===== config.mk =====
export PLATFORM = sky130hd
export DESIGN_NAME = ffop_ram
export DESIGN_NICKNAME = d
export VERILOG_FILES = /design/src/ffop_ram.sv
export SDC_FILE = /design/constraint.sdc
export NUM_CORES = 2
export LEC_CHECK = 0
export ABC_CLOCK_PERIOD_IN_PS = 4050
export BUFFER_PORTS_ARGS = -buffer_cell sky130_fd_sc_hd__buf_2
export CAP_MARGIN = 20
export CORE_ASPECT_RATIO = 1.4
export CORE_MARGIN = 3
export CORE_UTILIZATION = 30
export DETAILED_ROUTE_END_ITERATION = 12
export GPL_TIMING_DRIVEN = 0
export SYNTH_ARGS = -nofsm -noshare
export SYNTH_HDL_FRONTEND = slang
export SYNTH_SLANG_ARGS = --single-unit

===== constraint.sdc =====
create_clock -name clk -period 4.05 [get_ports clk]
set_clock_uncertainty 0.1 [all_clocks]
set_input_delay 0.2025 -clock clk [delete_from_list [all_inputs] [get_ports clk]]
set_output_delay 0.2025 -clock clk [all_outputs]
set_load 0.1 [all_outputs]

===== src/ffop_ram.sv =====
module ffop_ram #(
  parameter int unsigned WIDTH = 32,
  parameter int unsigned DEPTH = 64
) (
  input  logic                     clk,
  input  logic                     we,
  input  logic [$clog2(DEPTH)-1:0] waddr,
  input  logic [WIDTH-1:0]         wdata,
  input  logic [$clog2(DEPTH)-1:0] raddr,
  output logic [WIDTH-1:0]         rdata
);

  logic [WIDTH-1:0] mem [DEPTH];

  // Write one word, read one word with registered data
  always_ff @(posedge clk) begin
    if (we) begin
      mem[waddr] <= wdata;
    end
    rdata <= mem[raddr];
  end

endmodule


# Word level (Yosys, flattened, before mapping)
# Memories as Yosys holds them, arrays and structs flattened. A register that Yosys moved wholly into a read port is not among the register bits.
# Index checks and enable logic that the tools add are counted.
[totals]
regBits = 0
latchBits = 0
mem_bits_rw = 2048
mem_bits_ro = 0
inputBits = 46
out_inout_bits = 32
word_cells = 3
n_memories = 1
[classes]
addsub = 0
mul = 0
div_mod_pow = 0
magnitude_cmp = 0
n_eq_ne = 0
shift = 0
muxes = 2
bitwise_logic = 0
n_reduce_logical = 0
[memory_table]
columns = ["name", "depth", "word_bits", "read_ports", "rd_clocked_by_memory_dff", "write_ports", "line", "text"]
rows = [
  ["mem", 64, 32, 1, 1, 1, "13", "logic [WIDTH-1:0] mem [DEPTH];"],
]
[ops]
columns = ["op", "n"]
rows = [
  ["1-bit two-way mux", 2],
]

# Logic depth before layout (Yosys ltp)
[logic_depth]
depth_word = 2
ltp_mapped = 10

# Least setup slack after synthesis
# Ideal clock, no wire load.
[synth_timing]
kind = "input -> register"
from = "in waddr[3]"
to = "mem mem[48][0] (enable)"
setup_ns = 0.461
arrival_ns = 2.901
required_ns = 3.489
setup_slack_ns = 0.588
stages = 4
path_buffers = 1
path_cell_list = "clkbuf_1 > nor2b_1 > nand4b_1 > nor3_1"
[synth_rtl]
columns = ["element", "line", "text"]
rows = [
  ["start: declaration", "7", "input logic [$clog2(DEPTH)-1:0] waddr,"],
  ["end: declaration", "13", ""],
]
# No word-level cell before the write port.

==> reports/qor.csv <==
metric,value,unit
starting density of the core,30.2,%
synth-to-layout area growth,19.1,%
Critical Path Source,raddr[1],
slew margin rel.,16.6,%
global-route wire length before repair,328000,um
Critical Path RT,4.62,ns
max-cap violations,0,
period utilization,96.4,%
"top cells by area, synth","edfxtp_1, mux4_2, mux2i_1, dfxtp_1, o22ai_1",
most common flop cell mapped by yosys,edfxtp_1,
outcome,"finished, final reports clean",
CP arrival,4.47,ns
maximum clock rate,256,MHz
maximum net fanout on the critical path,10,
Ys Warns,0,
DRT antenna net count,0,
unrepaired setup endpoints after global routing,false,
max layer used,met5,
die width,438,um
worst min-delay path startpoint,wdata[4],
top post-synthesis cells by count,"edfxtp_1, mux4_2, nor2_1",
H-tree levels,4,
Detailed Routing Iterations Pass 1,6,
worst-margin pin slew,1.25,ns
RR Endpoint,rdata[27],
Setup Viol. Count Final,0,
Clock Sinks,2080,
async set-reset flop share out of synthesis,0,%
Placed Instances,6973,
largest net degree at the start of global routing,65,
Hold Path End,mem[34][4],
post-detailed-routing wire length,244000,um
met2 WL post-DR,122000,um
syn_nets,3370,
"Seq/Total Area, Yosys",79.1,%
WL met3,21600,um
Power Dens Cells,491,nW/um^2
nets,3819,
via count,39100,
share of layout cells above drive strength 1,30.7,%
number of enable flip-flop cells after synthesis,2048,
Core Region,260000,sq um
CP Buf/Inv Count,4,
hold depth,2,
IO Pins,78,
vias per inst,5.29,
cells after synthesis,3324,
post-detail-place hpwl,167000,um
kind of critical path,in -> reg,
die height,611,um
Clock Latency Late Sink,0.90,ns
initial antenna violation count,31,
cells on worst reg2reg path,5,
Tot Pwr,0.0459,W
CTS root buf,clkbuf_16,
Final Hold Viols,0,
crit start category,input port,
Max Slew Vio Count,0,
clock buffer depth,4,
register clock-pin slew on the reported worst setup and hold paths,0.06,ns
1st-iter DRT viols,5868,
WL per Instance,32.9,um
Met1 Wirelength,83600,um
Place WS,-0.458,ns
"count leader, synth",edfxtp_1,
Port Buf Inserts,69,
Netlist Area Pre-Place,78500,sq um
"Core Util, Final",36.0,%
peak supply drop,362,uV
minimum clock period,3.90,ns
Yosys reg bits,2080,
Synth area leader,edfxtp_1,
vias in the first global route,38800,
TritonCTS clock tree,yes,
DRC viols,0,
All-Layer GR Usage,17.9,%
Slowest cell on crit path,buf_1,
critical path cell sequence,"buf_2, buf_2, nand2b_1, buf_1, clkbuf_1, o22ai_1, nor2_1, a21oi_1, nor2_1",
largest stage delay on the critical path,0.89,ns
Tightest Hold Check Type,in -> reg,
cts bufs inserted,204,
worst r2r src,mem[39][27],
CP Capture Type,register,
Leak,28.8,nW
DIE AREA,268000,sq um
Worst path top cell family by delay,buffers and inverters,
synth unique cells,34,
post_cts resized,0,
Crit path depth,9,
GRT overflow,0,
Synth top area share,78.3,%
final worst slack,0.147,ns
setup TNS,0,ns
"Avg Cell Area, Syn",23.6,sq um
Final Non-Filler Cells,7401,
gpl congestion,0.962,
r2r setup slk,1.17,ns
FP Rows,221,
==> registers in the layout, indices dropped and copies added, names as in the netlist <==
register	count
mem	2048
rdata	32
==> report_power, final <==
| part | internal, W | switching [W] | total (W) |
|---|---|---|---|
| Combinational | 0.000915 | 0.00214 | 0.00305 |
| Sequential | 0.0238 | 0.0000433 | 0.0239 |
| Clock | 0.0108 | 0.00818 | 0.0190 |
| Total | 0.0355 | 0.0104 | 0.0459 |
==> routing by layer <==
metal / up-vias / GRT usage (%)
li1: 15200 / -
met1: 21100 / 20.9
met2: 2272 / 30.3
met3: 551 / 3.79
met4: 10 / 10.3
met5: - / 0
==> area by class of cell <==
cell class	instances	area, sq um
clock inverter	119	1230
clock buffer	246	5320
tap	3456	4320
timing repair buffer	243	3580
sequential	2080	62100
buffer	182	890
antenna	13	32.5
multi-input combinational	1062	16000
fill	23300	166000
==> worst max path at each step <==
stage	slack (ns)	endpoint
final	0.15	rdata[14]
after global routing	0.37	rdata[14]
after CTS	0.40	rdata[14]
after detailed placement	-0.46	rdata[14]
after global placement	-3.20	mem[49][16]
after floorplan	0.59	mem[48][0]
==> cell usage in the layout (no fill, tap or decap), types with 22 or more instances in the layout <==
cell	synthesis	routed
buf_12	0	74
buf_16	0	37
edfxtp_1	2048	2048
o22ai_1	84	84
buf_2	57	124
mux2i_1	93	93
clkbuf_1	74	108
clkinv_2	0	49
mux4_2	544	544
a21oi_1	62	62
nor2_4	0	62
bufinv_16	0	22
buf_4	25	27
clkbuf_16	0	205
clkinv_1	0	30
dfxtp_1	32	32
nand2_1	26	26
dlygate4sd3_1	0	36
nor2_1	137	75
o221ai_1	27	27
==> worst register-to-register path, cell delays in order, from the launching register on <==
cell and delay [ns]:
edfxtp_1 0.36, mux4_2 0.48, o221ai_1 0.22, a21oi_1 0.18, a21oi_1 0.86, nor2_1 0.41
==> logic make-up after synthesis <==
family | Yosys count | synth area share, %
mux | 637 | 16.8
flops | 2080 | 79.1
compound gates | 202 | 1.67
buf+inv | 182 | 1.13
simple gates | 223 | 1.27
==> metrics by stage <==
| stage | instance area (sq um) | hold slack [ns] |
|---|---|---|
| after floorplan | 78500 | 0.201 |
| after global routing | 93500 | 0.121 |
| final | 93500 | 0.127 |
| after CTS | 93100 | 0.0108 |
| after detailed placement | 86300 | 0.557 |
| after global placement | 83200 | 0.655 |
==> repair_timing <==
action,in CTS,in global routing
hold buffers,25,11
buffers inserted,0,0
hold endpoints to repair,840,597
Note: power is estimated with default switching activity, not from simulation.
