--- src/ffop_pkg.sv ---
package ffop_pkg;

  localparam int unsigned DEF_MAX_ENTRIES = 64;
  localparam int unsigned WORD_W          = 32;
  localparam int unsigned IN_DATA_W       = 64;
  localparam int unsigned OUT_DATA_W      = 72;

  localparam logic       ACT_CLAIM   = 1'b0;
  localparam logic       ACT_RELEASE = 1'b1;

  localparam logic [1:0] ST_OK        = 2'd0;
  localparam logic [1:0] ST_NOT_FOUND = 2'd1;
  localparam logic [1:0] ST_FULL      = 2'd2;
  localparam logic [1:0] ST_OVERFLOW  = 2'd3;

  typedef enum logic [3:0] {
    S_IDLE,
    S_CL_RD,
    S_CL_CHK,
    S_CL_END,
    S_INS_RD,
    S_INS_WR,
    S_RL_RD,
    S_RL_CHK,
    S_DEL_RD,
    S_DEL_WR,
    S_DONE
  } state_t;

  // Results of the shared compare unit
  typedef struct packed {
    logic              fits;
    logic [WORD_W-1:0] ext_next;
    logic              end_ovf;
    logic [WORD_W-1:0] end_val;
    logic              after_new;
    logic              key_hit;
  } cmp_res_t;

endpackage

--- src/ffop_cmp_unit.sv ---
module ffop_cmp_unit #(
  parameter int unsigned MAX_ENTRIES = ffop_pkg::DEF_MAX_ENTRIES
) (
  input  logic [ffop_pkg::WORD_W-1:0]    next_off,
  input  logic [ffop_pkg::WORD_W-1:0]    req_size,
  input  logic [ffop_pkg::WORD_W-1:0]    req_key,
  input  logic [$clog2(MAX_ENTRIES)-1:0] req_slot,
  input  logic [ffop_pkg::WORD_W-1:0]    rec_off,
  input  logic [ffop_pkg::WORD_W-1:0]    rec_size,
  input  logic [ffop_pkg::WORD_W-1:0]    rec_key,
  input  logic [$clog2(MAX_ENTRIES)-1:0] rec_slot,
  output ffop_pkg::cmp_res_t             res
);

  localparam int unsigned W = ffop_pkg::WORD_W;

  logic [W:0]   req_end;
  logic [W-1:0] rec_end;

  assign req_end = {1'b0, next_off} + {1'b0, req_size};
  assign rec_end = rec_off + rec_size;

  // Gap test, forward-only candidate, ordering and key match
  always_comb begin
    res.fits      = req_end <= {1'b0, rec_off};
    res.ext_next  = (rec_end > next_off) ? rec_end : next_off;
    res.end_ovf   = req_end[W];
    res.end_val   = req_end[W-1:0];
    res.after_new = (rec_off > next_off) || ((rec_off == next_off) && (rec_slot > req_slot));
    res.key_hit   = rec_key == req_key;
  end

endmodule

--- config.mk ---
export PLATFORM = sky130hd
export DESIGN_NAME = ffop_cmp_unit
export DESIGN_NICKNAME = d
export VERILOG_FILES = /design/src/ffop_pkg.sv /design/src/ffop_cmp_unit.sv
export SDC_FILE = /design/constraint.sdc
export NUM_CORES = 1
export LEC_CHECK = 0
export BUFFER_PORTS_ARGS = -buffer_cell sky130_fd_sc_hd__buf_2
export CAP_MARGIN = 5
export CORE_UTILIZATION = 40
export DETAILED_ROUTE_END_ITERATION = 10
export MAX_ROUTING_LAYER = met4
export PLACE_DENSITY = 0.69
export SLEW_MARGIN = 0
export SYNTH_ARGS = -nofsm -noshare
export SYNTH_HDL_FRONTEND = slang
export SYNTH_SLANG_ARGS = --single-unit
--- constraint.sdc ---
create_clock -name vclk -period 4.38
set_input_delay 0 -clock vclk [all_inputs]
set_output_delay 0 -clock vclk [all_outputs]
set_load 0.05 [all_outputs]
## After elaboration in Yosys (flattened, before gate mapping)

Cells that the tools add are included.

| word-level totals | value |
|---|---|
| flip-flop bits (word level) | 0 |
| bits of input ports | 204 |
| output and inout port bits | 68 |
| logic and storage cells | 11 |

| operators by class | value |
|---|---|
| add/sub/neg operators | 2 |
| order comparisons | 4 |
| eq/ne operators | 2 |
| mux-type cells | 1 |
| reduce and logical (&&, ||, !) cells | 2 |

Operators by type and width:

| kind | count |
|---|---|
| 32-bit equality test | 2 |
| 32-bit greater-than comparator | 2 |
| 32-bit by 32-bit adder with 33-bit output | 1 |
| 33-bit by 32-bit <= comparator with 1-bit output | 1 |
| 32-bit adder | 1 |
| 32-bit two-way mux | 1 |
| 6-bit greater-than comparator | 1 |
| 1-bit logical AND | 1 |
| 1-bit logical OR | 1 |

## Depth between registers and ports, before layout

| logic depth | value |
|---|---|
| depth after elaboration | 3 |
| mapped depth | 22 |
| gate-level depth less buffers | 22 |

## Worst setup path before layout

Ideal clock, no wire load.

| timing path | value |
|---|---|
| path type | input to output |
| from | input port next_off[0] in the netlist's numbering |
| to | output port res[67] in the netlist's numbering |
| arrival | 5.628 ns |
| data required time | 4.380 ns |
| slack | -1.248 ns |
| stages | 21 |
| buffers on the path | 0 |
| path through | ha_1 inv_1 fa_1 nor2b_1 o21ai_0 a21oi_1 o21ai_0 a21boi_0 a31oi_1 o31a_1 xnor2_1 ha_1 a21o_1 a21o_1 a21oi_1 nor2_1 a2111oi_0 nor2_1 o31ai_1 a21oi_1 a211oi_1 |

RTL lines:

| item | RTL line | source |
|---|---|---|
| start: declaration | ffop_cmp_unit.sv:4 | `input logic [ffop_pkg::WORD_W-1:0] next_off,` |
| end: declaration | ffop_cmp_unit.sv:12 | `output ffop_pkg::cmp_res_t res` |

==> results.py <==
metrics = {
    "logic_synthesis": {
        "synth.distinct_cells": 58,
        "syn-num-nets": 1220,
        "synth_top_area_cell": "ha_1",
        "postSynthAreaPerCell_um2": 7.49,
        "synthesis.area_mm2": 0.00636,
        "yosys_warnings": 0,
        "seq_area_frac_synth_pct": 0,
        "synth.area.top_cells": "ha_1 32%, xor2_1 7.3%, a21oi_1 6.0%",
        "synthesis.instances": 849,
        "netlist.area_leader.share_pct": 32.4,
        "synth.most_common_cell": "ha_1",
        "synth_commonest_cells": "165 x ha_1, 99 x inv_1, 76 x a21oi_1",
    },
    "floorplan": {
        "core.rowCount": 45,
        "coreArea_mm2": 0.0154,
        "dieArea_mm2": 0.0164,
        "start_util_pct": 41.4,
        "die_y_um": 128,
        "num_io_pins": 272,
        "die-width_um": 128,
    },
    "timing": {
        "least_setup_slack_across_all_paths_after_layout_ps": 153,
        "final.min_clock_period_ps": 4230,
        "setup_viol_count_final": 0,
        "finalHoldWorstSlack_ps": 409,
        "slew_violations": 0,
        "fmaxAchievable_ghz": 0.237,
        "relSlewSlack_pct": 58.9,
        "fraction_of_the_cycle_the_final_worst_path_needs_pct": 96.5,
        "finalHoldViolations": 0,
        "tightestPinTransition_ps": 611,
    },
    "finish": {
        "fill_cells": 1485,
        "diodes": 0,
        "area_delta_synth_final_pct": 42.9,
        "area.sequential_um2": 0,
        "clock_buffer_count": 0,
        "postLayoutCoreUtil_pct": 59.1,
        "final_layout_size_suffix_gt1_share_pct": 36.8,
        "nNetsFinal": 1578,
        "post_layout_nonfiller_instances": 1416,
        "multi_input_comb_area_mm2": 0.00622,
        "flops_and_latches": 0,
    },
    "route": {
        "wire_per_inst_um": 16.1,
        "drt_iter0_markers": 286,
        "final_antenna_net_count": 0,
        "drt-pass1-iter-count": 7,
        "post_drt_via_cell_ratio": 5.32,
        "drt_drc_violations_left": 0,
        "totalWireLength_um": 22700,
        "detailroute.via_count": 7538,
    },
    "power_and_ir_drop": {
        "seq_power_share_pct": 0,
        "totalPowerFinal_uw": 2420,
        "power.density_cell_area_mw_per_mm2": 266,
        "total_leakage_power_uw": 0.00500,
        "power_frac_comb_pct": 100.0,
        "p_int_uw": 973,
        "clock_power_share_pct": 0,
        "net-switching-power_uw": 1450,
        "power.share.switching_pct": 59.8,
        "peakVddDrop_uv": 242,
    },
    "global_routing": {
        "global_route_wire_length_before_repair_um": 34700,
        "first_global_vias": 7229,
        "antenna_violations_before_repair": 0,
        "remaining_global_route_overflow": 0,
        "pin_count_of_the_biggest_net_entering_global_routing": 12,
        "gr-usage-all-layers_pct": 27.2,
    },
    "placed_design": {
        "placed_cells": 1404,
        "port-buffer-count": 272,
        "place_ws_ps": -371,
        "dp_hpwl_um": 19700,
        "routabilityCongestion": 0.926,
    },
    "setup_path": {
        "category_of_the_worst_setup_path_capture_point": "output port",
        "setup.worst_path.class": "primary input to output port",
        "worst-path-max-fanout": 11,
        "worst-endpoint-arrival_ps": 4230,
        "timing.critical_path.from_type": "primary input",
        "worst_ep_required_time_ps": 4380,
    },
    "worst_hold_path": {
        "hold_depth": 3,
        "worst_hold_startpoint": "next_off[1]",
        "worst_hold_path.endpoint": "res[36]",
        "holdCritPathClass": "primary input to output port",
    },
    "run": {
        "drv.max_cap_violation_count": 0,
    },
    "run_status": {
        "run_status": "completed",
    },
}
how the worst max path moves through the flow:
stage	slack, ps	end	from	depth (start not counted)
after floorplan	50	res[67]	next_off[0]	20
after global placement	-340	res[36]	rec_off[9]	21
after detailed placement	-370	res[65]	rec_off[9]	21
after CTS	5	res[67]	next_off[0]	24
after global routing	-30	res[43]	rec_off[0]	22
final	150	res[43]	rec_size[9]	23
worst max-delay path: stages:
cell,delay (ps)
buf_2,100
ha_2,380
nand3_1,160
buf_4,190
nor2_2,160
a2111oi_4,40
buf_4,160
nor4b_4,350
o41ai_2,160
a21oi_2,190
buf_4,160
a21boi_4,50
xnor2_2,150
ha_1,310
a21o_1,170
a21o_1,200
a21oi_4,170
o211ai_1,130
a21oi_2,260
nor2_4,90
buf_12,170
mux2_2,270
buf_4,190
layer usage:
layer | part of all wire [%] | global-route usage [%] | wire length [um]
met1 | 43 | 33.2 | 9870
met2 | 48 | 47.3 | 10800
met3 | 5.3 | 1.54 | 1210
met4 | 3.6 | 9.41 | 820
met5 | 0 | - | 0
area by class of cell:
cell class,instances,area share (%)
inverter,99,4.09
tap,211,2.90
multi-input combinational,743,68.4
timing repair buffer,363,24.6
stage by stage:
stage	instance area [um^2]	setup TNS, ps
finish	9090	0
global route	9090	-328
CTS	8770	0
detailed placement	8620	-11300
global placement	8620	-10920
floorplan	6410	0
placed cells by master, fill, tap and decap left out, types with 4 or more instances in the layout:
| cell | n |
|---|---|
| nor3_1 | 14 |
| nor2b_1 | 12 |
| a211oi_1 | 8 |
| and3_1 | 8 |
| a21oi_2 | 5 |
| a211o_1 | 6 |
| o21ai_0 | 35 |
| a21o_1 | 49 |
| inv_1 | 99 |
| or3_1 | 4 |
| o21a_1 | 16 |
| nand2_1 | 43 |
| o211ai_1 | 6 |
| nand4_1 | 26 |
| xnor2_1 | 27 |
| buf_6 | 22 |
| a31oi_1 | 9 |
| ha_1 | 161 |
| o21bai_1 | 9 |
| nor4_1 | 9 |
| a21oi_1 | 72 |
| buf_4 | 100 |
| nand3_1 | 18 |
| and2_1 | 5 |
| buf_2 | 239 |
| xor2_1 | 51 |
| mux2_2 | 31 |
| nor2_1 | 41 |
| nand2b_1 | 6 |
logic make-up after synthesis:
family                     count (synthesis)  synth area share, %
muxes                                     34                 6.04
adders and majority gates                167                 33.1
AOI/OAI and AO/OA                        258                 27.1
xor gates and xnor gates                  84                 11.6
buffers and inverters                    107                 6.31
and+or+nand+nor                          199                 15.9
power groups by stage:
stage	clock network (uW)	logic, uW	registers, uW
after floorplan	0	1510	0
after global placement	0	2140	0
after detailed placement	0	2160	0
after CTS	0	2260	0
after global routing	0	2590	0
final	0	2420	0
repair_timing:
action | 4_1_cts | 5_1_grt
setup endpoints to repair | 33 | 33
setup buffers | 7 | 4
gates resized for setup | 14 | 109
hold buffers | 0 | 0
pin swaps | 8 | 15
gates cloned | 1 | 0
(Power assumes the default switching activity.)
