===== config.mk =====
export PLATFORM = sky130hd
export DESIGN_NAME = ffop_slot_alloc
export DESIGN_NICKNAME = d
export VERILOG_FILES = /design/src/ffop_pkg.sv /design/src/ffop_slot_alloc.sv
export SDC_FILE = /design/constraint.sdc
export NUM_CORES = 1
export LEC_CHECK = 0
export BUFFER_PORTS_ARGS = -buffer_cell sky130_fd_sc_hd__buf_4
export CAP_MARGIN = 15
export CORE_MARGIN = 3
export CORE_UTILIZATION = 30
export DETAILED_ROUTE_END_ITERATION = 10
export SYNTH_ARGS = -nofsm -noshare
export SYNTH_HDL_FRONTEND = slang
export SYNTH_SLANG_ARGS = --single-unit

===== constraint.sdc =====
create_clock -name clk -period 3.09 [get_ports clk]
set_input_delay 0.1545 -clock clk [delete_from_list [all_inputs] [get_ports clk]]
set_output_delay 0.1545 -clock clk [all_outputs]
set_load 0.01 [all_outputs]

===== src/ffop_pkg.sv =====
package ffop_pkg;

  localparam int unsigned DEF_MAX_ENTRIES = 64;
  localparam int unsigned WORD_W          = 32;
  localparam int unsigned IN_DATA_W       = 64;
  localparam int unsigned OUT_DATA_W      = 72;

  localparam logic       ACT_CLAIM   = 1'b0;
  localparam logic       ACT_RELEASE = 1'b1;

  localparam logic [1:0] ST_OK        = 2'd0;
  localparam logic [1:0] ST_NOT_FOUND = 2'd1;
  localparam logic [1:0] ST_FULL      = 2'd2;
  localparam logic [1:0] ST_OVERFLOW  = 2'd3;

  typedef enum logic [3:0] {
    S_IDLE,
    S_CL_RD,
    S_CL_CHK,
    S_CL_END,
    S_INS_RD,
    S_INS_WR,
    S_RL_RD,
    S_RL_CHK,
    S_DEL_RD,
    S_DEL_WR,
    S_DONE
  } state_t;

  // Results of the shared compare unit
  typedef struct packed {
    logic              fits;
    logic [WORD_W-1:0] ext_next;
    logic              end_ovf;
    logic [WORD_W-1:0] end_val;
    logic              after_new;
    logic              key_hit;
  } cmp_res_t;

endpackage


===== src/ffop_slot_alloc.sv =====
module ffop_slot_alloc #(
  parameter int unsigned MAX_ENTRIES = ffop_pkg::DEF_MAX_ENTRIES
) (
  input  logic                           clk,
  input  logic                           rst_n,
  input  logic                           set_en,
  input  logic [$clog2(MAX_ENTRIES)-1:0] set_slot,
  input  logic                           clr_en,
  input  logic [$clog2(MAX_ENTRIES)-1:0] clr_slot,
  output logic                           any_free,
  output logic [$clog2(MAX_ENTRIES)-1:0] free_slot
);

  localparam int unsigned SW = $clog2(MAX_ENTRIES);

  logic [MAX_ENTRIES-1:0] valid_r;
  logic [MAX_ENTRIES-1:0] valid_nxt;

  // Mark slots taken and freed
  always_comb begin
    valid_nxt = valid_r;
    if (set_en) begin
      valid_nxt[set_slot] = 1'b1;
    end
    if (clr_en) begin
      valid_nxt[clr_slot] = 1'b0;
    end
  end

  always_ff @(posedge clk) begin
    if (!rst_n) begin
      valid_r <= '0;
    end else begin
      valid_r <= valid_nxt;
    end
  end

  // Pick the lowest free slot
  always_comb begin
    any_free  = 1'b0;
    free_slot = '0;
    for (int i = MAX_ENTRIES - 1; i >= 0; i--) begin
      if (!valid_r[i]) begin
        any_free  = 1'b1;
        free_slot = SW'(i);
      end
    end
  end

endmodule


# After elaboration in Yosys (flattened, before gate mapping)
# Index checks and enable logic that the tools add are counted.
# totals
inputBits	16
wordCells	144
latchBits	0
regBits	64
rom_bits	0
ramBits	0
memories	0
# op_classes
order_cmp	4
n_shift	0
eq_ne	0
reduce_logical	2
div_mod_pow	0
bitwise_logic	3
mux	134
addsub	0
n_mul	0
# op_table
operator	count
$mux 6	64
$mux 64	2
$mux 1	66
$and 64x64->64	1
$not 64->64	1
$or 64x64->64	1
$lt 6x7->1 const B	2
$demux 1 s6	2
$ge 6x1->1 const B	2
$logic_and 1x1->1	2

# Longest topological paths before layout
# Gate-level depths: netlist of the first run.
# logic_depth
word_depth	64
depth_mapped	5

# Worst setup path before layout of the first run
# Ideal clock, no wire load.
# synth_timing
path_kind	register to output
startpoint	register valid_r[48]
endpoint	output free_slot[3]
t_arrival_ns	1.321
path_buffers	0
required_ns	2.935
path_stages_with_launch	6
path_slack_ns	1.614
path_cell_list	dfxtp_1 and4_1 o211ai_2 a2111oi_1 o21ai_1 a21boi_1
# synth_between
elab_chain_len	49
# synth_lines
element	line	source
from (decl)	ffop_slot_alloc.sv:16	logic [MAX_ENTRIES-1:0] valid_r;
from (signal assigned)	ffop_slot_alloc.sv:34	valid_r <= valid_nxt;
$mux 6 (49 in series)	ffop_slot_alloc.sv:43	if (!valid_r[i]) begin
to (decl)	ffop_slot_alloc.sv:11	output logic [$clog2(MAX_ENTRIES)-1:0] free_slot
# Every way passes these cells.

# Worst setup path after layout of the first run
# Same ends and word-level chain as after synthesis.

==> run summary, run 1 <==
result of the run -> finished clean
Vert. Die Dim -> 111.5 µm
per-cell routed wire length -> 18.13 µm
Total Negative Setup Slacks -> 0 ns
sum of routed wire length over all layers -> 11.24 mm
number of flops mapped to enable cells by yosys -> 0
count of hold buffers inserted by post-cts repair -> 0
total congestion overflow after global routing -> 0
summed instance area of the synthesized netlist -> 0.003342 mm²
syn_nets -> 478
setup slack, reg-to-reg -> 2.40 ns
main flop type after synthesis -> sky130_fd_sc_hd__dfxtp_1
IO Count -> 23
drt first-iter violations -> 418
Port Buf Inserts -> 22
DP HPWL -> 7.517 mm
core occupancy in the finished layout -> 35.76%
per-cell via count in the routed design -> 5.729
Worst Hold Path EP -> valid_r[24]$_SDFF_PN0_
CTS Root Cell -> sky130_fd_sc_hd__clkbuf_8
maximum clock frequency -> 464.2 MHz
total via count in the routed design -> 3,552
worst hold path depth -> 4
Peak VDD IR -> 0.2298 mV
Max Fanout on Critical Path -> 6
Fin Hold WS -> 0.2880 ns
fraction of final layout cells with drive strength greater than 1 -> 9.504%
clk slew on worst S/H paths -> 0.07 ns
proportion of synthesized flip-flops having asynchronous set or reset -> 0%
number of antenna violations at the first check in global routing -> 0
power density normalized to cell area -> 416.4 mW/mm²
final design area excluding fillers -> 0.003775 mm²
weighted congestion at the end of routability-driven global placement -> 0.8840
first-pass GRT wire length -> 17.66 mm
number of distinct library cells after synthesis -> 47
transition time of the tightest slew-check pin -> 1.006 ns
DRC errors left -> 0
number of max-capacitance violations reported -> 0
Reg2Reg Capture Point -> valid_r[23]$_SDFF_PN0_
count of final setup violators -> 0
critical path startpoint category -> flip-flop
net total in the final layout -> 496
flip-flop count of the largest register, all copies and words added -> 64
Area Growth Syn to Fin -> 12.95%
final critical delay including setup and external delays -> 2.154 ns
number of gates resized after CTS -> 0
CTS tree -> built
instance area after placement -> 0.003621 mm²
Clock Path Buffers -> 2
FP Rows -> 37
largest incremental delay on the critical path -> 0.43 ns
clock latency of the later-clocked register in the worst-skew pair -> 0.35 ns
startpoint of the worst register-to-register path -> valid_r[23]$_SDFF_PN0_
post-layout power -> 1.572 mW
largest net degree at the start of global routing -> 65
worst path cell trace -> and4_1, o211ai_2, a2111oi_1, o21ai_1, a21boi_1, buf_4
RSZ-0062 raised after global routing -> false
number of sinks on the clock net -> 64
gate count after technology mapping -> 462
launch point of the worst hold path -> set_slot[2]
worst slack at placement -> 1.284 ns
vias in the first global route -> 3,196
number of nets with antenna violations after routing -> 0
leakage power -> 1.178 nW
H-tree level count -> 3
core region area -> 0.01056 mm²
setup clock skew after layout -> 0 ns
total of flip-flops plus latches after synthesis -> 64
overall fraction of global-route tracks in use -> 18.11%
number of cells on the worst reg-to-reg path -> 2
critical path data required time -> 2.94 ns
synthesized area per cell -> 7.234 µm²
register area share after synthesis -> 38.34%
placed insts -> 605
register name with the most flops -> valid_r
count of warnings emitted by yosys -> 0
type of the setup path with the least slack -> flip-flop to output pin
registers with the most flip-flops -> valid_r x64
DR pass1 iterations -> 5
worst hold path class -> input port to flip-flop
Slew Limit Headroom -> 32.66%
starting density of the core -> 31.66%
count of final hold-check violations -> 0
Max Transition Viols Final -> 0
number of buffers created by CTS -> 9
critical path's slowest cell -> sky130_fd_sc_hd__a2111oi_1
setup fix buffers added after clock tree synthesis -> 0
Final Cycle Share -> 69.71%
Arrival @ worst endpoint -> 2.00 ns
die outline width -> 111.5 µm
Die Footprint -> 0.01244 mm²
fin worst setup slack -> 0.9359 ns
count of inserted antenna diode cells -> 0
element type at the critical path end -> output pin
number of standard cells in the final layout excluding fillers -> 620
## how the worst max path moves through the flow
stage	slack [ns]	start	endpoint	cells past startpoint
after floorplan	1.61	valid_r[48]$_SDFF_PN0_	free_slot[3]	5
after global placement	1.27	valid_r[48]$_SDFF_PN0_	free_slot[3]	6
after detailed placement	1.28	valid_r[48]$_SDFF_PN0_	free_slot[3]	6
after CTS	0.91	valid_r[48]$_SDFF_PN0_	free_slot[3]	6
after global routing	0.73	valid_r[48]$_SDFF_PN0_	free_slot[3]	6
final	0.94	valid_r[48]$_SDFF_PN0_	free_slot[3]	6
## power breakdown
part           switching, mW  internal (mW)
combinational         0.0864         0.0374
clock                  0.328          0.283
sequential           0.00740          0.831
total                  0.421           1.15
## logic make-up after synthesis
kind of cell,count (synthesis),synth area share [%]
and+or+nand+nor,194,28.83
buffers and inverters,28,3.257
AOI/OAI and AO/OA,176,29.58
DFF,64,38.34
## critical path: cells and delay by family, from the launching register on
| kind | cells | cell delay (ns) |
|---|---|---|
| AO/OA/AOI/OAI | 4 | 0.83 |
| flip-flops | 1 | 0.42 |
| AND/OR/NAND/NOR | 1 | 0.26 |
| buffers and inverters | 1 | 0.15 |
## per-layer routing
layer / up-vias / wire length (µm) / track usage, %
met5: - / 0 / 0
met4: 0 / 181 / 6.002
met3: 15 / 1115 / 3.207
met2: 184 / 4836 / 27.06
li1: 1711 / - / -
met1: 1642 / 5109 / 26.34
## placed cells by master (no fill, tap or decap), types with 6 or more instances in the layout
cell type,n
sky130_fd_sc_hd__nand4_1,18
sky130_fd_sc_hd__nand2_1,31
sky130_fd_sc_hd__buf_4,23
sky130_fd_sc_hd__dfxtp_1,64
sky130_fd_sc_hd__nand3_1,13
sky130_fd_sc_hd__o21ai_0,71
sky130_fd_sc_hd__and3_1,6
sky130_fd_sc_hd__inv_1,12
sky130_fd_sc_hd__nor2b_1,7
sky130_fd_sc_hd__nor2_1,84
sky130_fd_sc_hd__clkbuf_8,9
sky130_fd_sc_hd__a21oi_1,71
## cell type report
cell class	count	area, µm²
Sequential cell	64	1281
Inverter	12	45.04
Clock inverter	4	22.52
Multi-Input combinational cell	370	1952
Tap cell	136	170.2
Clock buffer	11	131.4
Fill cell	1122	6780
Timing Repair Buffer	23	172.7
## cells in the mapped netlist, types with 2 or more instances
library cell,n,area (µm²)
sky130_fd_sc_hd__nor2_1,84,315.3
sky130_fd_sc_hd__a21oi_1,71,355.3
sky130_fd_sc_hd__o21ai_0,71,355.3
sky130_fd_sc_hd__dfxtp_1,64,1281
sky130_fd_sc_hd__nand2_1,31,116.4
sky130_fd_sc_hd__nand4_1,18,112.6
sky130_fd_sc_hd__clkbuf_1,13,48.80
sky130_fd_sc_hd__nand3_1,13,65.06
sky130_fd_sc_hd__inv_1,12,45.04
sky130_fd_sc_hd__nor2b_1,7,43.79
sky130_fd_sc_hd__and3_1,6,37.54
sky130_fd_sc_hd__and4_1,5,43.79
sky130_fd_sc_hd__nand2b_1,5,31.28
sky130_fd_sc_hd__nor3_1,5,25.02
sky130_fd_sc_hd__a21boi_1,3,22.52
sky130_fd_sc_hd__a21o_1,3,22.52
sky130_fd_sc_hd__a31oi_1,3,18.77
sky130_fd_sc_hd__buf_2,3,15.01
sky130_fd_sc_hd__nand3b_1,3,22.52
sky130_fd_sc_hd__nor3b_2,3,37.54
sky130_fd_sc_hd__nor4_1,3,18.77
sky130_fd_sc_hd__o21ai_1,3,15.01
sky130_fd_sc_hd__a211oi_1,2,15.01
sky130_fd_sc_hd__and3b_1,2,17.52
sky130_fd_sc_hd__nor3_2,2,20.02
sky130_fd_sc_hd__o2111ai_1,2,17.52
sky130_fd_sc_hd__o211ai_1,2,15.01
sky130_fd_sc_hd__o221ai_1,2,17.52
sky130_fd_sc_hd__o31ai_1,2,15.01
sky130_fd_sc_hd__or3b_1,2,17.52
(Power assumes the default switching activity.)
==> inputs of run 2 (changes only) <==
clock period = 1.85 ns   (was 3.09 ns; I/O delays follow)
==> run summary, run 2 (synthesized netlist as in run 1, its figures left out) <==
result of the run -> finished, violations left
violated checks -> negative setup slack
H-tree level count -> 3
starting density of the core -> 31.66%
proportion of power drawn by flip-flops and latches -> 48.2%
Max Fanout on Critical Path -> 3
count of final setup violators -> 4
transition time of the tightest slew-check pin -> 0.5881 ns
flip-flop count of the largest register, all copies and words added -> 64
clock latency of the later-clocked register in the worst-skew pair -> 0.35 ns
core region area -> 0.01056 mm²
fraction of final layout cells with drive strength greater than 1 -> 32.43%
type of the setup path with the least slack -> flip-flop to output pin
number of buffers created by CTS -> 9
Port Buf Inserts -> 22
Vert. Die Dim -> 111.5 µm
global-route layer with the greatest usage -> met2
Die Footprint -> 0.01244 mm²
per-cell via count in the routed design -> 5.754
DRC errors left -> 0
Register Area -> 0.001380 mm²
register name with the most flops -> valid_r
placed insts -> 617
number of sinks on the clock net -> 64
M2 GR Usage -> 29.51%
final design area excluding fillers -> 0.004385 mm²
critical path data required time -> 1.76 ns
internal portion of total power -> 2.078 mW
Arrival @ worst endpoint -> 1.84 ns
count of inserted antenna diode cells -> 0
number of nets with antenna violations after routing -> 0
critical path startpoint category -> flip-flop
clk slew on worst S/H paths -> 0.08 ns
overall fraction of global-route tracks in use -> 19.32%
registers with the most flip-flops -> valid_r x64
power share of the clock group -> 44.1%
Max Transition Viols Final -> 0
combinational cell fraction of total power -> 7.7%
vias in the first global route -> 3,598
area of the multi-input gates -> 0.002152 mm²
leakage power -> 1.451 nW
drt first-iter violations -> 445
final critical delay including setup and external delays -> 1.934 ns
worst slack at placement -> 0.1175 ns
IO Count -> 23
DP HPWL -> 7.828 mm
Sw Share -> 27.66%
CTS tree -> built
net total in the final layout -> 529
Clock Path Buffers -> 2
GR met3 Demand/Resource -> 4.457%
Final Cycle Share -> 104.5%
Area Growth Syn to Fin -> 31.22%
largest net degree at the start of global routing -> 65
instance area after placement -> 0.003711 mm²
setup clock skew after layout -> 0 ns
number of standard cells in the final layout excluding fillers -> 654
FP Rows -> 37
fin worst setup slack -> -0.08382 ns
most used cells in the layout excluding fill and tap cells -> sky130_fd_sc_hd__nor2_1, sky130_fd_sc_hd__o21ai_0, sky130_fd_sc_hd__a21oi_1, sky130_fd_sc_hd__buf_4, sky130_fd_sc_hd__dfxtp_2
die outline width -> 111.5 µm
element type at the critical path end -> output pin
maximum clock frequency -> 517.1 MHz
worst hold path depth -> 4
weighted congestion at the end of routability-driven global placement -> 0.8711
RSZ-0062 raised after global routing -> true
switching pwr -> 0.7944 mW
power density normalized to cell area -> 654.9 mW/mm²
met1 demand-to-capacity share in global routing -> 26.66%
most common library cell in the layout ignoring fill and taps -> sky130_fd_sc_hd__nor2_1
number of max-capacitance violations reported -> 0
per-cell routed wire length -> 18.69 µm
number of antenna violations at the first check in global routing -> 0
worst hold path class -> input port to flip-flop
sum of routed wire length over all layers -> 12.22 mm
total via count in the routed design -> 3,763
first-pass GRT wire length -> 19.24 mm
count of final hold-check violations -> 0
total congestion overflow after global routing -> 0
CTS Root Cell -> sky130_fd_sc_hd__clkbuf_8
DR pass1 iterations -> 5
Fillers -> 1,110
count of hold buffers inserted by post-cts repair -> 0
Peak VDD IR -> 0.4237 mV
Slew Limit Headroom -> 60.62%
number of cells on the worst reg-to-reg path -> 4
-- run 2: cell count changes in the layout (fill, tap and decap cells not counted), sizes merged --
| cell | delta |
|---|---|
| inv | +3 |
| bufinv | +1 |
| clkinv | -3 |
| buf | +33 |
| clkinvlp | +2 |
| clkbuf | -2 |
-- run 2: what timing repair did --
action,4_1_cts,5_1_grt
setup endpoints to repair,7,7
gates resized for setup,67,44
buffers inserted,17,5
pin swaps,26,18
-- run 2: power by group through the flow --
stage               sequential, mW  combinational, mW  clock (mW)
floorplan                     1.43              0.121           0
global placement              1.43              0.205           0
detailed placement            1.43              0.209           0
CTS                           1.39              0.213        1.29
global route                  1.39              0.242        1.35
finish                        1.38              0.221        1.27
-- run 2: layout make-up --
class                   instances  area share [%]
clock inverters                 7           1.797
clock buffers                   9           2.825
well taps                     136           3.880
multi-input cells             370           49.07
inverters                      12           1.027
flip-flops and latches         64           31.47
repair buffers                 56           9.929
-- run 2: stage by stage --
stage | hold slack [ns] | total power [mW] | util, % | setup TNS, ns
2_1_floorplan | 0.3569 | 1.549 | - | 0
3_3_place_gp | 0.5025 | 1.635 | 35.16 | 0
3_5_place_dp | 0.5167 | 1.640 | 35.16 | 0
4_1_cts | 0.1995 | 2.894 | 40.00 | -0.2316
5_1_grt | 0.2509 | 2.976 | 41.55 | -0.7091
6_report | 0.2172 | 2.872 | 41.55 | -0.1497
-- run 2: worst paths after layout --
check | from | end | slack [ns]
worst max register to register | valid_r[59]$_SDFF_PN0_ | valid_r[59]$_SDFF_PN0_ | 1.02
worst max-delay path | valid_r[56]$_SDFF_PN0_ | free_slot[3] | -0.08
worst min register to register | valid_r[31]$_SDFF_PN0_ | valid_r[31]$_SDFF_PN0_ | 0.51
worst min-delay path | set_slot[3] | valid_r[5]$_SDFF_PN0_ | 0.22
-- run 2: per-layer routing --
metal  vias to the layer above  share of wire, %
li1                       1781                 -
met5                         -                 0
met1                      1785                43
met2                       178                46
met3                        19               8.9
met4                         0               2.1
-- run 2: worst max-delay path, stage by stage, from the launching register on --
cell	delay (ns)
sky130_fd_sc_hd__dfxtp_4	0.35
sky130_fd_sc_hd__nand4_1	0.17
sky130_fd_sc_hd__buf_4	0.14
sky130_fd_sc_hd__o211ai_2	0.10
sky130_fd_sc_hd__a2111oi_4	0.33
sky130_fd_sc_hd__o21ai_1	0.11
sky130_fd_sc_hd__a21boi_2	0.15
sky130_fd_sc_hd__buf_4	0.14
==> inputs of run 3 (changes only) <==
BUFFER_PORTS_ARGS = -buffer_cell sky130_fd_sc_hd__buf_2   (was -buffer_cell sky130_fd_sc_hd__buf_4)
CELL_PAD_IN_SITES_DETAIL_PLACEMENT = 0   (was unset)
CELL_PAD_IN_SITES_GLOBAL_PLACEMENT = 1   (was unset)
GPL_ROUTABILITY_DRIVEN = 0   (was unset)
PLACE_DENSITY_LB_ADDON = 0.1   (was unset)
==> run summary, run 3 (synthesized netlist as in run 1, its figures left out) <==
result of the run -> finished, violations left
violated checks -> negative setup slack
DP HPWL -> 8.767 mm
count of final setup violators -> 5
worst hold path depth -> 4
Arrival @ worst endpoint -> 1.87 ns
CTS Root Cell -> sky130_fd_sc_hd__clkbuf_8
placed insts -> 620
final design area excluding fillers -> 0.004257 mm²
element type at the critical path end -> output pin
final critical delay including setup and external delays -> 1.958 ns
setup slack, reg-to-reg -> 1.08 ns
total congestion overflow after global routing -> 0
setup clock skew after layout -> 0 ns
first-pass GRT wire length -> 20.29 mm
fraction of final layout cells with drive strength greater than 1 -> 30.04%
Area Growth Syn to Fin -> 27.37%
starting density of the core -> 31.66%
clock latency of the later-clocked register in the worst-skew pair -> 0.34 ns
Worst Hold Path EP -> valid_r[50]$_SDFF_PN0_
clk slew on worst S/H paths -> 0.09 ns
Final Cycle Share -> 105.8%
flip-flop count of the largest register, all copies and words added -> 64
Vert. Die Dim -> 111.5 µm
Die Footprint -> 0.01244 mm²
most common library cell in the layout ignoring fill and taps -> sky130_fd_sc_hd__nor2_1
most used cells in the layout excluding fill and tap cells -> sky130_fd_sc_hd__nor2_1, sky130_fd_sc_hd__o21ai_0, sky130_fd_sc_hd__a21oi_1, sky130_fd_sc_hd__dfxtp_2, sky130_fd_sc_hd__buf_4
maximum clock frequency -> 510.7 MHz
number of standard cells in the final layout excluding fillers -> 652
sum of routed wire length over all layers -> 13.22 mm
H-tree level count -> 3
DR pass1 iterations -> 5
count of final hold-check violations -> 0
register name with the most flops -> valid_r
switching pwr -> 0.7632 mW
critical path data required time -> 1.76 ns
Max Fanout on Critical Path -> 3
Fin Hold WS -> 0.1993 ns
number of antenna violations at the first check in global routing -> 0
DRC errors left -> 0
die outline width -> 111.5 µm
number of cells on the worst reg-to-reg path -> 3
proportion of power drawn by flip-flops and latches -> 48.4%
instance area after placement -> 0.003691 mm²
routed length on met2 -> 5.937 mm
Port Buf Inserts -> 22
Clock Path Buffers -> 2
vias in the first global route -> 3,394
per-cell routed wire length -> 20.28 µm
transition time of the tightest slew-check pin -> 0.6276 ns
fin worst setup slack -> -0.1081 ns
registers with the most flip-flops -> valid_r x64
IO Count -> 23
RSZ-0062 raised after global routing -> true
net total in the final layout -> 527
FP Rows -> 37
worst hold path class -> input port to flip-flop
power share of the clock group -> 43.8%
Peak VDD IR -> 0.2457 mV
largest net degree at the start of global routing -> 65
worst slack at placement -> 0.09987 ns
Reg2Reg Capture Point -> valid_r[48]$_SDFF_PN0_
routed metal-1 wirelength -> 6.304 mm
type of the setup path with the least slack -> flip-flop to output pin
count of inserted antenna diode cells -> 0
power density normalized to cell area -> 671.9 mW/mm²
leakage power -> 1.423 nW
Detail Route met3 WL -> 799 µm
core region area -> 0.01056 mm²
number of nets with antenna violations after routing -> 0
Sw Share -> 26.68%
launch point of the worst hold path -> rst_n
Slew Limit Headroom -> 58.04%
number of buffers created by CTS -> 9
number of sinks on the clock net -> 64
CTS tree -> built
highest metal layer used by the detailed router -> met4
per-cell via count in the routed design -> 5.600
combinational cell fraction of total power -> 7.8%
startpoint of the worst register-to-register path -> valid_r[48]$_SDFF_PN0_
drt first-iter violations -> 217
overall fraction of global-route tracks in use -> 21.22%
internal portion of total power -> 2.097 mW
Max Transition Viols Final -> 0
number of max-capacitance violations reported -> 0
total via count in the routed design -> 3,651
critical path startpoint category -> flip-flop
-- run 3: cell count changes in the layout (fill, tap and decap cells not counted), sizes merged --
| cell | delta |
|---|---|
| buf | -2 |
| clkbuf | +2 |
| clkinv | +3 |
| clkinvlp | -2 |
| inv | -3 |
-- run 3: how the worst max path moves through the flow --
| stage | startpoint | endpoint | cells past startpoint |
|---|---|---|---|
| floorplan | valid_r[48]$_SDFF_PN0_ | free_slot[3] | 5 |
| global placement | valid_r[43]$_SDFF_PN0_ | free_slot[1] | 7 |
| detailed placement | valid_r[15]$_SDFF_PN0_ | free_slot[1] | 6 |
| CTS | valid_r[47]$_SDFF_PN0_ | free_slot[3] | 7 |
| global route | valid_r[11]$_SDFF_PN0_ | free_slot[1] | 6 |
| finish | valid_r[56]$_SDFF_PN0_ | free_slot[3] | 7 |
-- run 3: repair_timing --
item / 4_1_cts / 5_1_grt
setup buffers: 6 / 10
gates resized for setup: 43 / 51
hold buffers: 0 / 0
pin swaps: 12 / 25
setup endpoints to repair: 7 / 7
-- run 3: layout make-up --
cell class | count | area (µm²)
fill | 1115 | 6299
clock buffer | 11 | 141.4
sequential | 64 | 1371
timing repair buffer | 54 | 362.8
multi-input combinational | 370 | 2110
clock inverter | 5 | 56.30
tap | 136 | 170.2
inverter | 12 | 45.04
-- run 3: metal layers --
metal	track usage (%)	vias to the layer above
li1	-	1777
met1	30.69	1751
met2	33.05	111
met3	2.880	12
met4	6.002	0
met5	0	-
-- run 3: power by group through the flow --
stage	sequential [mW]	combinational [mW]	clock [mW]
2_1_floorplan	1.43	0.121	0
5_1_grt	1.39	0.246	1.34
3_5_place_dp	1.43	0.217	0
6_report	1.38	0.222	1.25
3_3_place_gp	1.43	0.217	0
4_1_cts	1.40	0.218	1.28
-- run 3: worst max-delay path, stage by stage, from the launching register on --
cell and delay [ns]:
sky130_fd_sc_hd__dfxtp_2 0.33, sky130_fd_sc_hd__nand4_1 0.18, sky130_fd_sc_hd__buf_4 0.16, sky130_fd_sc_hd__o211ai_4 0.08, sky130_fd_sc_hd__a2111oi_4 0.35, sky130_fd_sc_hd__o21ai_1 0.14
sky130_fd_sc_hd__a21boi_1 0.15, sky130_fd_sc_hd__buf_2 0.15
-- run 3: metrics by stage --
stage / total power [mW] / TNS [ns] / util, %
final: 2.860 / -0.3070 / 40.33
after global routing: 2.968 / -0.6625 / 40.33
after CTS: 2.891 / -0.3568 / 38.24
after detailed placement: 1.647 / 0 / 34.97
after global placement: 1.647 / 0 / 34.97
after floorplan: 1.549 / 0 / -
